## src/rtl/lz_token_bit_encoder_core_macros.svh

```systemverilog
// Assertion helpers for the LZ token bit encoder.
// Both forms sample on clk_i and are disabled while rst_ni is low.
`ifndef LZ_TOKEN_BIT_ENCODER_CORE_MACROS_SVH
`define LZ_TOKEN_BIT_ENCODER_CORE_MACROS_SVH
`ifndef ASSERT_OFF
`define LZTBE_ASSERT(lbl, prop, msg) \
  lbl: assert property (@(posedge clk_i) disable iff (!rst_ni) (prop)) else $error(msg);
`define LZTBE_ASSERT_NEXT(lbl, ante, cons, msg) \
  lbl: assert property (@(posedge clk_i) disable iff (!rst_ni) (ante) |=> (cons)) else $error(msg);
`else
`define LZTBE_ASSERT(lbl, prop, msg)
`define LZTBE_ASSERT_NEXT(lbl, ante, cons, msg)
`endif
`endif

```

## src/rtl/lztbe_pkg.sv

```systemverilog
package lztbe_pkg;

  typedef enum logic [1:0] {
    CMD_HEADER  = 2'd0,
    CMD_LITERAL = 2'd1,
    CMD_MATCH   = 2'd2,
    CMD_FLUSH   = 2'd3
  } cmd_e;

  typedef enum logic [1:0] {
    KIND_APPEND  = 2'd0,
    KIND_RESERVE = 2'd1,
    KIND_FILL    = 2'd2,
    KIND_NONE    = 2'd3
  } kind_e;

  typedef enum logic [1:0] {
    ERR_OK   = 2'd0,
    ERR_LEN  = 2'd1,
    ERR_DIST = 2'd2,
    ERR_RUN  = 2'd3
  } err_e;

  localparam int unsigned MAX_RES        = 5;
  localparam int unsigned RUN_MAX        = 33037;
  localparam int unsigned LEN_LIMIT      = 1034;
  localparam int unsigned DIST_FAR_LIMIT = 4383;
  localparam int unsigned DIST_TWO_LIMIT = 575;

  typedef struct packed {
    cmd_e        command;
    logic [15:0] run_length;
    logic [7:0]  literal_byte;
    logic [10:0] match_length;
    logic [12:0] match_offset;
  } req_t;

  // bit buffer: pending bits left-aligned, count 0..7, reserved-slot flag
  typedef struct packed {
    logic [6:0] bits;
    logic [2:0] cnt;
    logic       slot;
  } bitbuf_t;

  typedef struct packed {
    logic  [MAX_RES-1:0][7:0] bytes;
    kind_e [MAX_RES-1:0]      kinds;
    err_e                     err;
  } job_t;

endpackage

```

## src/rtl/lztbe_enc.sv

```systemverilog
module lztbe_enc (
  input  lztbe_pkg::req_t    req_i,
  input  lztbe_pkg::bitbuf_t buf_i,
  output lztbe_pkg::bitbuf_t buf_o,
  output lztbe_pkg::job_t    job_o,
  output logic [2:0]         job_cnt_o
);

  logic [31:0] code;
  logic [5:0]  code_len;
  lztbe_pkg::err_e err;
  logic        hdr_ok;

  logic [15:0] run, r_m2, r_m5, r_m8, r_m15, r_m270;
  logic [10:0] mlen, m_m4, m_m6, m_m10;
  logic [14:0] mdist, d_p1, d_m63, d_m31, d_m287;
  logic        d_neg, d_low, d_high;
  logic [13:0] lcode, dcode;
  logic [3:0]  llen, dlen;
  logic [31:0] mcode;

  logic [38:0] strm;
  logic [39:0] strm_x;
  logic [5:0]  total;
  logic [2:0]  nbytes;
  logic        slot_after, ph;

  assign run    = req_i.run_length;
  assign r_m2   = run - 16'd2;
  assign r_m5   = run - 16'd5;
  assign r_m8   = run - 16'd8;
  assign r_m15  = run - 16'd15;
  assign r_m270 = run - 16'd270;

  assign mlen  = req_i.match_length;
  assign m_m4  = mlen - 11'd4;
  assign m_m6  = mlen - 11'd6;
  assign m_m10 = mlen - 11'd10;

  assign mdist  = {2'b00, req_i.match_offset} - {4'b0000, mlen};
  assign d_p1   = mdist + 15'd1;
  assign d_m63  = mdist - 15'd63;
  assign d_m31  = mdist - 15'd31;
  assign d_m287 = mdist - 15'd287;
  assign d_neg  = mdist[14];
  // only -1 is allowed among negative distances
  assign d_low  = d_neg && (mdist != 15'h7FFF);
  assign d_high = !d_neg && ((mlen == 11'd2) ? (mdist >= 15'(lztbe_pkg::DIST_TWO_LIMIT))
                                              : (mdist >= 15'(lztbe_pkg::DIST_FAR_LIMIT)));

  // length prefix, left-aligned
  always_comb begin
    if (mlen == 11'd2) begin
      lcode = 14'b0;
      llen  = 4'd1;
    end else if (mlen == 11'd3) begin
      lcode = {2'b10, 12'b0};
      llen  = 4'd2;
    end else if (mlen < 11'd6) begin
      lcode = {3'b110, m_m4[0], 10'b0};
      llen  = 4'd4;
    end else if (mlen < 11'd10) begin
      lcode = {4'b1110, m_m6[1:0], 8'b0};
      llen  = 4'd6;
    end else begin
      lcode = {4'b1111, m_m10[9:0]};
      llen  = 4'd14;
    end
  end

  // distance classes, left-aligned; length 2 has its own
  always_comb begin
    if (mlen == 11'd2) begin
      if (d_neg || mdist < 15'd63) begin
        dcode = {1'b0, d_p1[5:0], 7'b0};
        dlen  = 4'd7;
      end else begin
        dcode = {1'b1, d_m63[8:0], 4'b0};
        dlen  = 4'd10;
      end
    end else begin
      if (d_neg || mdist < 15'd31) begin
        dcode = {2'b10, d_p1[4:0], 7'b0};
        dlen  = 4'd7;
      end else if (mdist < 15'd287) begin
        dcode = {1'b0, d_m31[7:0], 5'b0};
        dlen  = 4'd9;
      end else begin
        dcode = {2'b11, d_m287[11:0]};
        dlen  = 4'd14;
      end
    end
  end

  assign mcode = {lcode, 18'b0} | ({dcode, 18'b0} >> llen);

  always_comb begin
    code     = 32'b0;
    code_len = 6'd0;
    err      = lztbe_pkg::ERR_OK;
    hdr_ok   = 1'b0;
    case (req_i.command)
      lztbe_pkg::CMD_HEADER: begin
        if (run > 16'(lztbe_pkg::RUN_MAX)) begin
          err = lztbe_pkg::ERR_RUN;
        end else if (run == 16'd0) begin
          code_len = 6'd1;
        end else begin
          hdr_ok = 1'b1;
          if (run == 16'd1) begin
            code     = {2'b10, 30'b0};
            code_len = 6'd2;
          end else if (run < 16'd5) begin
            code     = {2'b11, r_m2[1:0], 28'b0};
            code_len = 6'd4;
          end else if (run < 16'd8) begin
            code     = {4'b1111, r_m5[1:0], 26'b0};
            code_len = 6'd6;
          end else if (run < 16'd15) begin
            code     = {6'h3F, r_m8[2:0], 23'b0};
            code_len = 6'd9;
          end else if (run < 16'd270) begin
            code     = {9'h1FF, r_m15[7:0], 15'b0};
            code_len = 6'd17;
          end else begin
            code     = {17'h1FFFF, r_m270[14:0]};
            code_len = 6'd32;
          end
        end
      end
      lztbe_pkg::CMD_MATCH: begin
        if (mlen < 11'd2 || mlen >= 11'(lztbe_pkg::LEN_LIMIT)) begin
          err = lztbe_pkg::ERR_LEN;
        end else if (d_low || d_high) begin
          err = lztbe_pkg::ERR_DIST;
        end else begin
          code     = mcode;
          code_len = 6'({2'b00, llen} + {2'b00, dlen});
        end
      end
      lztbe_pkg::CMD_FLUSH: begin
        code_len = 6'd7;
      end
      default: ;  // literal: bit buffer untouched
    endcase
  end

  // pending bits followed by the new code, MSB-first
  assign strm   = {buf_i.bits, 32'b0} | ({code, 7'b0} >> buf_i.cnt);
  assign strm_x = {strm, 1'b0};
  assign total  = {3'b000, buf_i.cnt} + code_len;
  assign nbytes = total[5:3];

  assign slot_after = buf_i.slot && (nbytes == 3'd0);
  assign ph         = hdr_ok && (total[2:0] != 3'd0) && !slot_after;

  always_comb begin
    buf_o.cnt  = total[2:0];
    buf_o.slot = slot_after || ph;
    case (nbytes)
      3'd0:    buf_o.bits = strm[38:32];
      3'd1:    buf_o.bits = strm[30:24];
      3'd2:    buf_o.bits = strm[22:16];
      3'd3:    buf_o.bits = strm[14:8];
      default: buf_o.bits = strm[6:0];
    endcase
  end

  always_comb begin
    job_o.err = err;
    for (int i = 0; i < lztbe_pkg::MAX_RES; i++) begin
      if (3'(i) < nbytes) begin
        job_o.bytes[i] = strm_x[39 - 8*i -: 8];
        job_o.kinds[i] = (i == 0 && buf_i.slot) ? lztbe_pkg::KIND_FILL
                                                : lztbe_pkg::KIND_APPEND;
      end else if (3'(i) == nbytes && ph) begin
        job_o.bytes[i] = 8'h00;
        job_o.kinds[i] = lztbe_pkg::KIND_RESERVE;
      end else begin
        job_o.bytes[i] = 8'h00;
        job_o.kinds[i] = lztbe_pkg::KIND_NONE;
      end
    end
    job_cnt_o = nbytes + {2'b00, ph};
    if (job_cnt_o == 3'd0) begin
      job_cnt_o = 3'd1;
    end
    if (req_i.command == lztbe_pkg::CMD_LITERAL) begin
      job_o.bytes[0] = req_i.literal_byte;
      job_o.kinds[0] = lztbe_pkg::KIND_APPEND;
    end
  end

endmodule

```

## src/rtl/lz_token_bit_encoder_core.sv

```systemverilog
// LZ token bit encoder.
// Input channel (in_valid_i/in_ready_o) takes one token per request: a
// literal-run header, a literal byte, a match or a flush. Output channel
// (out_valid_o/out_ready_i) gives the resulting bytes in write order, each
// with its slot kind and error code; last_o marks the final result of a
// token. A token that completes no byte still gives one "no byte" result.
// Tokens go into an input register; the encoder turns one into a list of
// up to five results and loads them into the result register once it is
// free, so the first result passes through the input register and then
// the result register. Results leave one per cycle while out_ready_i is
// high; a token occupies the result register until all of its results
// (1 to 5) are taken. The next token waits in the input register and
// loads as the last result of the current one is taken, so single-result
// tokens flow at one per cycle while out_ready_i stays high.
// A stalled receiver holds the current result; the input register still
// takes one more token before in_ready_o drops.
// Reset empties both registers, sets the bit buffer to one pending set
// bit and clears the reserved-slot flag.
`include "lz_token_bit_encoder_core_macros.svh"

module lz_token_bit_encoder_core (
  input  logic        clk_i,
  input  logic        rst_ni,
  input  logic        in_valid_i,
  output logic        in_ready_o,
  input  logic [1:0]  command_i,
  input  logic [15:0] run_length_i,
  input  logic [7:0]  literal_byte_i,
  input  logic [10:0] match_length_i,
  input  logic [12:0] match_offset_i,
  output logic        out_valid_o,
  input  logic        out_ready_i,
  output logic [7:0]  out_byte_o,
  output logic [1:0]  slot_kind_o,
  output logic [1:0]  error_code_o,
  output logic        last_o
);

  lztbe_pkg::req_t    req_q;
  logic               req_valid_q;
  lztbe_pkg::bitbuf_t buf_q, buf_d;
  lztbe_pkg::job_t    job_q, job_d;
  logic [2:0]         job_cnt_q, job_cnt_d;
  logic               job_load, in_acc, out_acc;

  assign out_valid_o = (job_cnt_q != 3'd0);
  assign out_acc     = out_valid_o && out_ready_i;
  assign job_load    = req_valid_q && ((job_cnt_q == 3'd0) || ((job_cnt_q == 3'd1) && out_ready_i));
  assign in_ready_o  = !req_valid_q || job_load;
  assign in_acc      = in_valid_i && in_ready_o;

  lztbe_enc u_enc (
    .req_i     (req_q),
    .buf_i     (buf_q),
    .buf_o     (buf_d),
    .job_o     (job_d),
    .job_cnt_o (job_cnt_d)
  );

  always_ff @(posedge clk_i or negedge rst_ni) begin
    if (!rst_ni) begin
      req_valid_q <= 1'b0;
      job_cnt_q   <= 3'd0;
      buf_q.bits  <= 7'b1000000;
      buf_q.cnt   <= 3'd1;
      buf_q.slot  <= 1'b0;
    end else begin
      if (in_acc) begin
        req_valid_q <= 1'b1;
      end else if (job_load) begin
        req_valid_q <= 1'b0;
      end
      if (job_load) begin
        job_cnt_q <= job_cnt_d;
        buf_q     <= buf_d;
      end else if (out_acc) begin
        job_cnt_q <= job_cnt_q - 3'd1;
      end
    end
  end

  always_ff @(posedge clk_i) begin
    if (in_acc) begin
      req_q.command      <= lztbe_pkg::cmd_e'(command_i);
      req_q.run_length   <= run_length_i;
      req_q.literal_byte <= literal_byte_i;
      req_q.match_length <= match_length_i;
      req_q.match_offset <= match_offset_i;
    end
    if (job_load) begin
      job_q <= job_d;
    end else if (out_acc) begin
      // shift the next result to the head
      for (int i = 0; i < lztbe_pkg::MAX_RES - 1; i++) begin
        job_q.bytes[i] <= job_q.bytes[i+1];
        job_q.kinds[i] <= job_q.kinds[i+1];
      end
    end
  end

  assign out_byte_o   = job_q.bytes[0];
  assign slot_kind_o  = job_q.kinds[0];
  assign error_code_o = job_q.err;
  assign last_o       = (job_cnt_q == 3'd1);

  `LZTBE_ASSERT(a_cnt_bound, job_cnt_q <= 3'(lztbe_pkg::MAX_RES), "result count overflow")
  `LZTBE_ASSERT(a_slot_bits, !buf_q.slot || (buf_q.cnt != 3'd0), "slot reserved on empty buffer")
  `LZTBE_ASSERT_NEXT(a_load_res, job_load, job_cnt_q != 3'd0, "loaded token gave no result")

endmodule

```

## config.mk

```make
export PLATFORM = sky130hd
export DESIGN_NAME = lz_token_bit_encoder_core
export DESIGN_NICKNAME = d
export VERILOG_FILES = /design/src/rtl/lztbe_pkg.sv /design/src/rtl/lztbe_enc.sv /design/src/rtl/lz_token_bit_encoder_core.sv
export VERILOG_INCLUDE_DIRS = /design/src /design/src/rtl
export SDC_FILE = /design/constraint.sdc
export NUM_CORES = 1
export LEC_CHECK = 0
export BUFFER_PORTS_ARGS = -buffer_cell sky130_fd_sc_hd__buf_2
export CORE_UTILIZATION = 30
export CTS_BUF_LIST = sky130_fd_sc_hd__clkbuf_8
export CTS_CLUSTER_DIAMETER = 200
export DETAILED_ROUTE_END_ITERATION = 10
export HOLD_SLACK_MARGIN = 0.06
export PLACE_DENSITY = 0.47
export RECOVER_POWER = 50
export SLEW_MARGIN = 10
export SYNTH_ARGS = -nofsm -noshare
export SYNTH_HDL_FRONTEND = slang
export SYNTH_SLANG_ARGS = --single-unit
```

## constraint.sdc

```tcl
create_clock -name clk_i -period 5.9 [get_ports clk_i]
set_input_delay 1.18 -clock clk_i [delete_from_list [all_inputs] [get_ports clk_i]]
set_output_delay 1.18 -clock clk_i [all_outputs]
set_load 0.03 [all_outputs]
```

==> results of run 1 <==
-- per-layer routing --
layer,vias up,wire length [um]
li1,4760,-
met1,4807,18300
met2,399,16600
met3,50,2620
met4,0,877
met5,-,0
-- cell usage in the layout, fill, tap and decap left out, drive strengths merged, types with 14 or more instances in the layout --
| master | count |
|---|---|
| a211oi | 15 |
| a21o | 14 |
| a21oi | 70 |
| a31oi | 27 |
| and2 | 15 |
| and3 | 15 |
| buf | 215 |
| clkbuf | 18 |
| edfxtp | 101 |
| ha | 31 |
| inv | 47 |
| mux2i | 21 |
| nand2 | 131 |
| nand2b | 18 |
| nand3 | 32 |
| nor2 | 124 |
| nor3 | 39 |
| o211ai | 21 |
| o21ai | 91 |
| xnor2 | 28 |
-- kinds of logic after synthesis --
group | count (synthesis) | share of synthesized area [%]
flip-flops | 116 | 34.1
AO/OA/AOI/OAI | 399 | 28.4
multiplexers | 29 | 3.22
buffers and inverters | 116 | 5.07
AND/OR/NAND/NOR | 432 | 20.9
adder cells (fa/ha/maj) | 34 | 4.47
XOR/XNOR | 41 | 3.85
-- power by group through the flow --
stage	registers (mW)	clock network [mW]	logic, mW
after floorplan	1.45	0	3.17
after global placement	1.49	0	4.97
after detailed placement	1.50	0	4.94
after CTS	1.48	0.811	5.03
after global routing	1.52	0.836	5.68
final	1.48	0.785	5.27
-- cell type report --
cell class / count / area (um2)
Sequential cell: 116 / 3410
Inverter: 45 / 169
Multi-Input combinational cell: 935 / 6350
Clock inverter: 15 / 156
Timing Repair Buffer: 216 / 1470
Clock buffer: 17 / 234
Tap cell: 442 / 553
Fill cell: 3433 / 20400
-- synthesized netlist by cell type (7+ instances only) --
cell type	instances	area, um2
buf_4	13	97.6
ha_1	31	388
nand2_1	131	492
a21oi_1	66	330
nor3_1	35	175
nor2_1	120	450
o211ai_1	21	158
a221oi_1	11	96.3
mux2i_1	21	210
clkbuf_1	45	169
a211oi_1	12	90.1
o21ai_0	86	430
o31ai_1	11	82.6
o21a_1	11	82.6
a311o_1	9	90.1
nand3_1	32	160
buf_2	7	35.0
edfxtp_1	101	3030
nand2b_1	18	113
a32oi_1	10	87.6
xor2_1	13	114
a21o_1	14	105
xnor2_1	26	228
and3_1	15	93.8
inv_1	40	150
and2_1	12	75.1
nand4_1	9	56.3
a31oi_1	26	163
or3_1	10	62.6
nor4_1	10	62.6
o2bb2ai_1	8	70.1
o22ai_1	8	50.1
dfrtp_1	13	325
-- state kept, by name (all words and copies together), names as in the netlist --
name and flops:
req_q 50, job_q 39, buf_q 11, out_byte_o 8, job_cnt_q 3, error_code_o 2, slot_kind_o 2, req_valid_q 1
-- stage by stage --
step	cell area, um2	setup slack, ns
final	12300	0.151
after global routing	12300	-0.153
after global placement	11600	-0.0797
after floorplan	10000	0.0450
after detailed placement	11600	-0.206
after CTS	12100	0.00441
-- worst max path at each step --
stage	slack, ns	endpoint
floorplan	0.05	job_cnt_q[2]$_DFFE_PN0P_
global placement	-0.08	job_cnt_q[2]$_DFFE_PN0P_
detailed placement	-0.21	job_cnt_q[2]$_DFFE_PN0P_
CTS	0.004	job_cnt_q[2]$_DFFE_PN0P_
global route	-0.15	job_cnt_q[2]$_DFFE_PN0P_
finish	0.15	job_cnt_q[2]$_DFFE_PN0P_
-- timing repair --
action	4_1_cts	5_1_grt
endpoints found under the setup margin	14	38
pin swaps	11	31
setup buffers	4	12
gates resized for setup	12	41
==> run metrics, run 1 <==
status completed; CTS tree yes; CTS Sinks 116; vias per inst 5.61; # diodes 0; Top cell by count, worst path buf_6; Worst path top cell family by delay compound AO/OA/AOI/OAI gates; worst path arrival time roughly 6.1 ns; Max Cap Viol 0; critical path class flip-flop to flip-flop; ys flop type edfxtp_1; Combinational Power Share 69.9%; chip height about 180 um; Yosys reg bits approximately 120; synthesized area per cell roughly 8.6 um2; FF-to-FF path depth 30; layout cell share with drive strength beyond 1 between 20% and 30%; Nets between 1000 and 1500; Vias 10016; GRT Total Usage between 20% and 30%; worst-case clock buffer depth 2; M1 GR Usage 32.7%; GR Overflow Total 0; Worst Tran Pin Value 1.12 ns; Worst Skew about 0.024 ns; Crit-path slowest cell fa_2; FMAX approximately 170 MHz; initial antenna violation count 0; first-pass GRT wire length 58.2 mm; Routed WL per cell around 22 um; Worst-path clk slew 0.08 ns; Hold Crit Start job_q[11]$_SDFFCE_PN0P_; min-delay worst type flip-flop to flip-flop; # setup viols final 0; routed wire length just under 40 mm; Top Usage Layer GRT met2; Finished Core Util a little under two fifths; Crit Path Max Fanout 5; Overall Power 7.54 mW; Min-Delay Path Depth 1; Cell Count Post-Placement 1739; Rel. slew slack 25.5%; M3 GR Usage under 10%; M2 GR Usage between 30 and 40%; die width between 150 and 200 um; Internal Power 3.66 mW; peak supply drop between 0.3 and 0.4 mV; Switch Pwr 3.88 mW; YS warnings 0; Reg-to-Reg Start req_q[13]$_DFFE_PP_; Core ar. 32700 um2; CP Capture Type flip-flop; min cycle time layout between 5 and 6 ns; WP buf/inv 6; CTS root buf clkbuf_8; RR Endpoint job_cnt_q[2]$_DFFE_PN0P_; Mapped Area approximately 10000 um2; cts bufs inserted 17; setup repair after global routing missed its margin yes; Distinct cells, synth 96; Initial DRC Count between 1000 and 1500; WP depth 30; Post-synth EDFFs 101; vias in the first global route between 9000 and 10000; Skew-Pair Late Insertion Delay just over 0.5 ns; Max stage delay on crit path 0.41 ns; Slew Viols, Final 0; gpl congestion between 0.9 and 1; pwr dens roughly 600 nW/um2; Die ar. ~34000 um2; Seq/Total Area, Yosys 34.1%; Fin. Hold Viols 0; register-to-register setup slack between 0.15 and 0.2 ns; Detail Placement HPWL slightly below 30 mm; Rows between 60 and 70; DRT antenna net count 0; PortBufs 68; switch share around half; setup tns final 0 ns; initial core utilization 30.6%; largest net degree at the start of global routing 54; Hold EP job_q[9]$_DFFE_PP_; Area Overhead vs Synth 23.3%; Leak roughly 4.8 nW; CTS Hold Bufs 0; DRC viols 0; Post-Synthesis Cells between 1000 and 1500; Final period util approximately 100%; asr flop ratio synth between 10% and 20%; CP Launch Point req_q[13]$_DFFE_PP_; htree depth 4; Sequential Power Share a little under 20%; Mapped Nets 1255; WP data required 6.28 ns; drt pass-1 iters 5; Clock power frac 10.4%; Post-Layout Cell Count approximately 1800; CP startpoint kind flip-flop; Top Ports 69; hold_ws around 0.53 ns
(Power assumes the default switching activity.)
==> run 2: changes to the inputs <==
--- a/config.mk
+++ b/config.mk
@@ -7,13 +7,15 @@
 export NUM_CORES = 1
 export LEC_CHECK = 0
 export BUFFER_PORTS_ARGS = -buffer_cell sky130_fd_sc_hd__buf_2
+export CORE_MARGIN = 4
 export CORE_UTILIZATION = 30
 export CTS_BUF_LIST = sky130_fd_sc_hd__clkbuf_8
 export CTS_CLUSTER_DIAMETER = 200
 export DETAILED_ROUTE_END_ITERATION = 10
+export GPL_TIMING_DRIVEN = 0
 export HOLD_SLACK_MARGIN = 0.06
 export PLACE_DENSITY = 0.47
-export RECOVER_POWER = 50
+export RECOVER_POWER = 100
 export SLEW_MARGIN = 10
 export SYNTH_ARGS = -nofsm -noshare
 export SYNTH_HDL_FRONTEND = slang
==> run 2 against run 1 <==
Compared with the run above: the run now ends with capacitance limit, slew limit, setup timing left; sequential cell count stayed put; utilization hardly changed; first-iteration DRC count decreased by 3.9%; fmax down 5.6%; critical path type unchanged; largest power group unchanged; highest routed layer unchanged.
==> run metrics, run 2 (synthesis gave the netlist of run 1 again) <==
status complete, but fails checks; failing checks capacitance limit, slew limit, setup timing; PortBufs a little under 70; chip height between 150 and 200 um; min cycle time layout ~6.1 ns; vias in the first global route around 10000; fin worst setup slack -0.193 ns; cts bufs inserted 17; Top Ports between 60 and 70; Max Cap Viol 1; GR Overflow Total 0; routed wire length around 40 mm; Reg with most FFs req_q; FMAX approximately 160 MHz; Area Overhead vs Synth 23.2%; critical path class flip-flop to flip-flop; most common cell after layout, fill and taps aside nand2_1; Detail Placement HPWL slightly above 30 mm; GRT Total Usage around 22%; Combinational Power Share between 60 and 70%; CTS root buf clkbuf_8; die width approximately 190 um; Internal Power ~3.6 mW; Worst Skew 0.0219 ns; Overall Power 7.72 mW; drt pass-1 iters 6; Initial DRC Count 1009; worst-case clock buffer depth 2; Leak 4.53 nW; Top Registers req_q x50, job_q x39, buf_q x11; vias per inst ~5.8; CP Capture Type flip-flop; Rows 66; Min-Delay Path Depth 2; Die ar. ~36000 um2; htree depth 4; Vias approximately 10000; first-pass GRT wire length approximately 61 mm; CTS Sinks around 120; Skew-Pair Late Insertion Delay ~0.5 ns; Slew Viols, Final 51; Core ar. 32700 um2; largest net degree at the start of global routing 51; layout cell share with drive strength beyond 1 22.8%; # setup viols final 8; peak supply drop 0.306 mV; FF-to-FF path depth 23; CTS Hold Bufs 0; Fin. Hold Viols 0; min-delay worst type flip-flop to flip-flop; pwr dens about 630 nW/um2; gpl congestion about 0.95; WP data required approximately 6.3 ns; max reg flops 50; CTS tree yes; Clock power frac a little over a tenth; switch share between 50 and 60%; Nets about 1400; DRT antenna net count 0; setup repair after global routing missed its margin yes; most frequent cells in the layout nand2_1, nor2_1, edfxtp_1, o21ai_0, buf_4; initial antenna violation count 0; CP startpoint kind flip-flop; Routed WL per cell 22.9 um; initial core utilization between 30% and 40%; Final period util 103%; Crit Path Max Fanout 10; Rel. slew slack -124%; Worst-path clk slew approximately 0.08 ns; Cell Count Post-Placement ~1700; Worst Tran Pin Value ~3.4 ns; Post-Layout Cell Count around 1800; worst path arrival time approximately 6.5 ns; Sequential Power Share about a fifth; Switch Pwr 4.07 mW; DRC viols 0
## run 2: changes by cell type in the layout (fill, tap and decap cells not counted), sizes merged
cell	delta
buf	-81
clkbuf	+59
clkinvlp	-3
bufinv	+1
clkinv	+1
diode	+1
## run 2: worst paths after layout
path	startpoint	slack, ns	to
setup reg to reg	req_q[18]$_DFFE_PP_	-0.19	job_cnt_q[2]$_DFFE_PN0P_
setup / recovery	req_q[18]$_DFFE_PP_	-0.19	job_cnt_q[2]$_DFFE_PN0P_
hold / removal	job_q[10]$_SDFFCE_PN0P_	0.53	job_q[8]$_DFFE_PP_
min in group asynchronous	rst_ni	0.87	buf_q[3]$_DFFE_PN0P_
max in group asynchronous	rst_ni	4.35	buf_q[5]$_DFFE_PN0P_
hold reg to reg	job_q[10]$_SDFFCE_PN0P_	0.53	job_q[8]$_DFFE_PP_
## run 2: metrics by stage
step / setup slack [ns] / hold slack (ns) / TNS (ns) / instance area (um2) / utilization, %
after floorplan: 0.0450 / 0.489 / 0 / 10000 / -
after global placement: -1.79 / 0.502 / -76.41 / 10900 / 33.4
after detailed placement: -1.77 / 0.509 / -76.56 / 10900 / 33.4
after CTS: -0.194 / 0.531 / -1.19 / 11900 / 36.4
after global routing: -0.414 / 0.544 / -5.97 / 12300 / 37.7
final: -0.193 / 0.526 / -0.768 / 12300 / 37.7
## run 2: layout make-up
cell class | instances | area, um2
Sequential cell | 116 | 3410
Buffer | 67 | 345
Clock buffer | 18 | 248
Inverter | 45 | 169
Tap cell | 442 | 553
Timing Repair Buffer | 126 | 807
Clock inverter | 14 | 174
Fill cell | 3438 | 20400
Antenna cell | 1 | 2.50
Multi-Input combinational cell | 935 | 6630
## run 2: power by group through the flow
stage | Clock (mW) | Combinational, mW | Sequential, mW
6_report | 0.838 | 5.38 | 1.50
5_1_grt | 0.896 | 5.73 | 1.54
4_1_cts | 0.863 | 4.92 | 1.49
3_5_place_dp | 0 | 4.57 | 1.51
3_3_place_gp | 0 | 4.59 | 1.52
2_1_floorplan | 0 | 3.17 | 1.45
## run 2: worst max-delay path, stage by stage, from the launching register on
cell and delay [ns]:
edfxtp_1 0.45, or4_1 0.59, or4b_4 0.55, nand3b_1 0.28, buf_2 0.27, o31ai_2 0.18, o41ai_2 0.19, o311a_4 0.20
o31a_1 0.35, buf_4 0.20, a221oi_4 0.39, nor2_1 0.09, ha_1 0.39, a21oi_4 0.11, o21bai_4 0.19, o31ai_4 0.43
nor3_4 0.08, a21oi_2 0.20, ha_2 0.24, ha_4 0.15, xnor2_2 0.07, nand2_1 0.09, nand2_1 0.07, a22o_1 0.22
## run 2: routing by layer
layer | part of all wire [%] | GRT usage (%) | wire length, um
met1 | 46 | 31.4 | 18600
met2 | 43 | 32.9 | 17400
met3 | 8.5 | 5.25 | 3440
met4 | 2.5 | 6.33 | 991
met5 | 0 | 0 | 0
## run 2: repair_timing
action / CTS / global route
setup buffers: 33 / 24
endpoints found under the setup margin: 60 / 59
cloned: 0 / 1
pin swaps: 32 / 38
gates resized for setup: 70 / 66
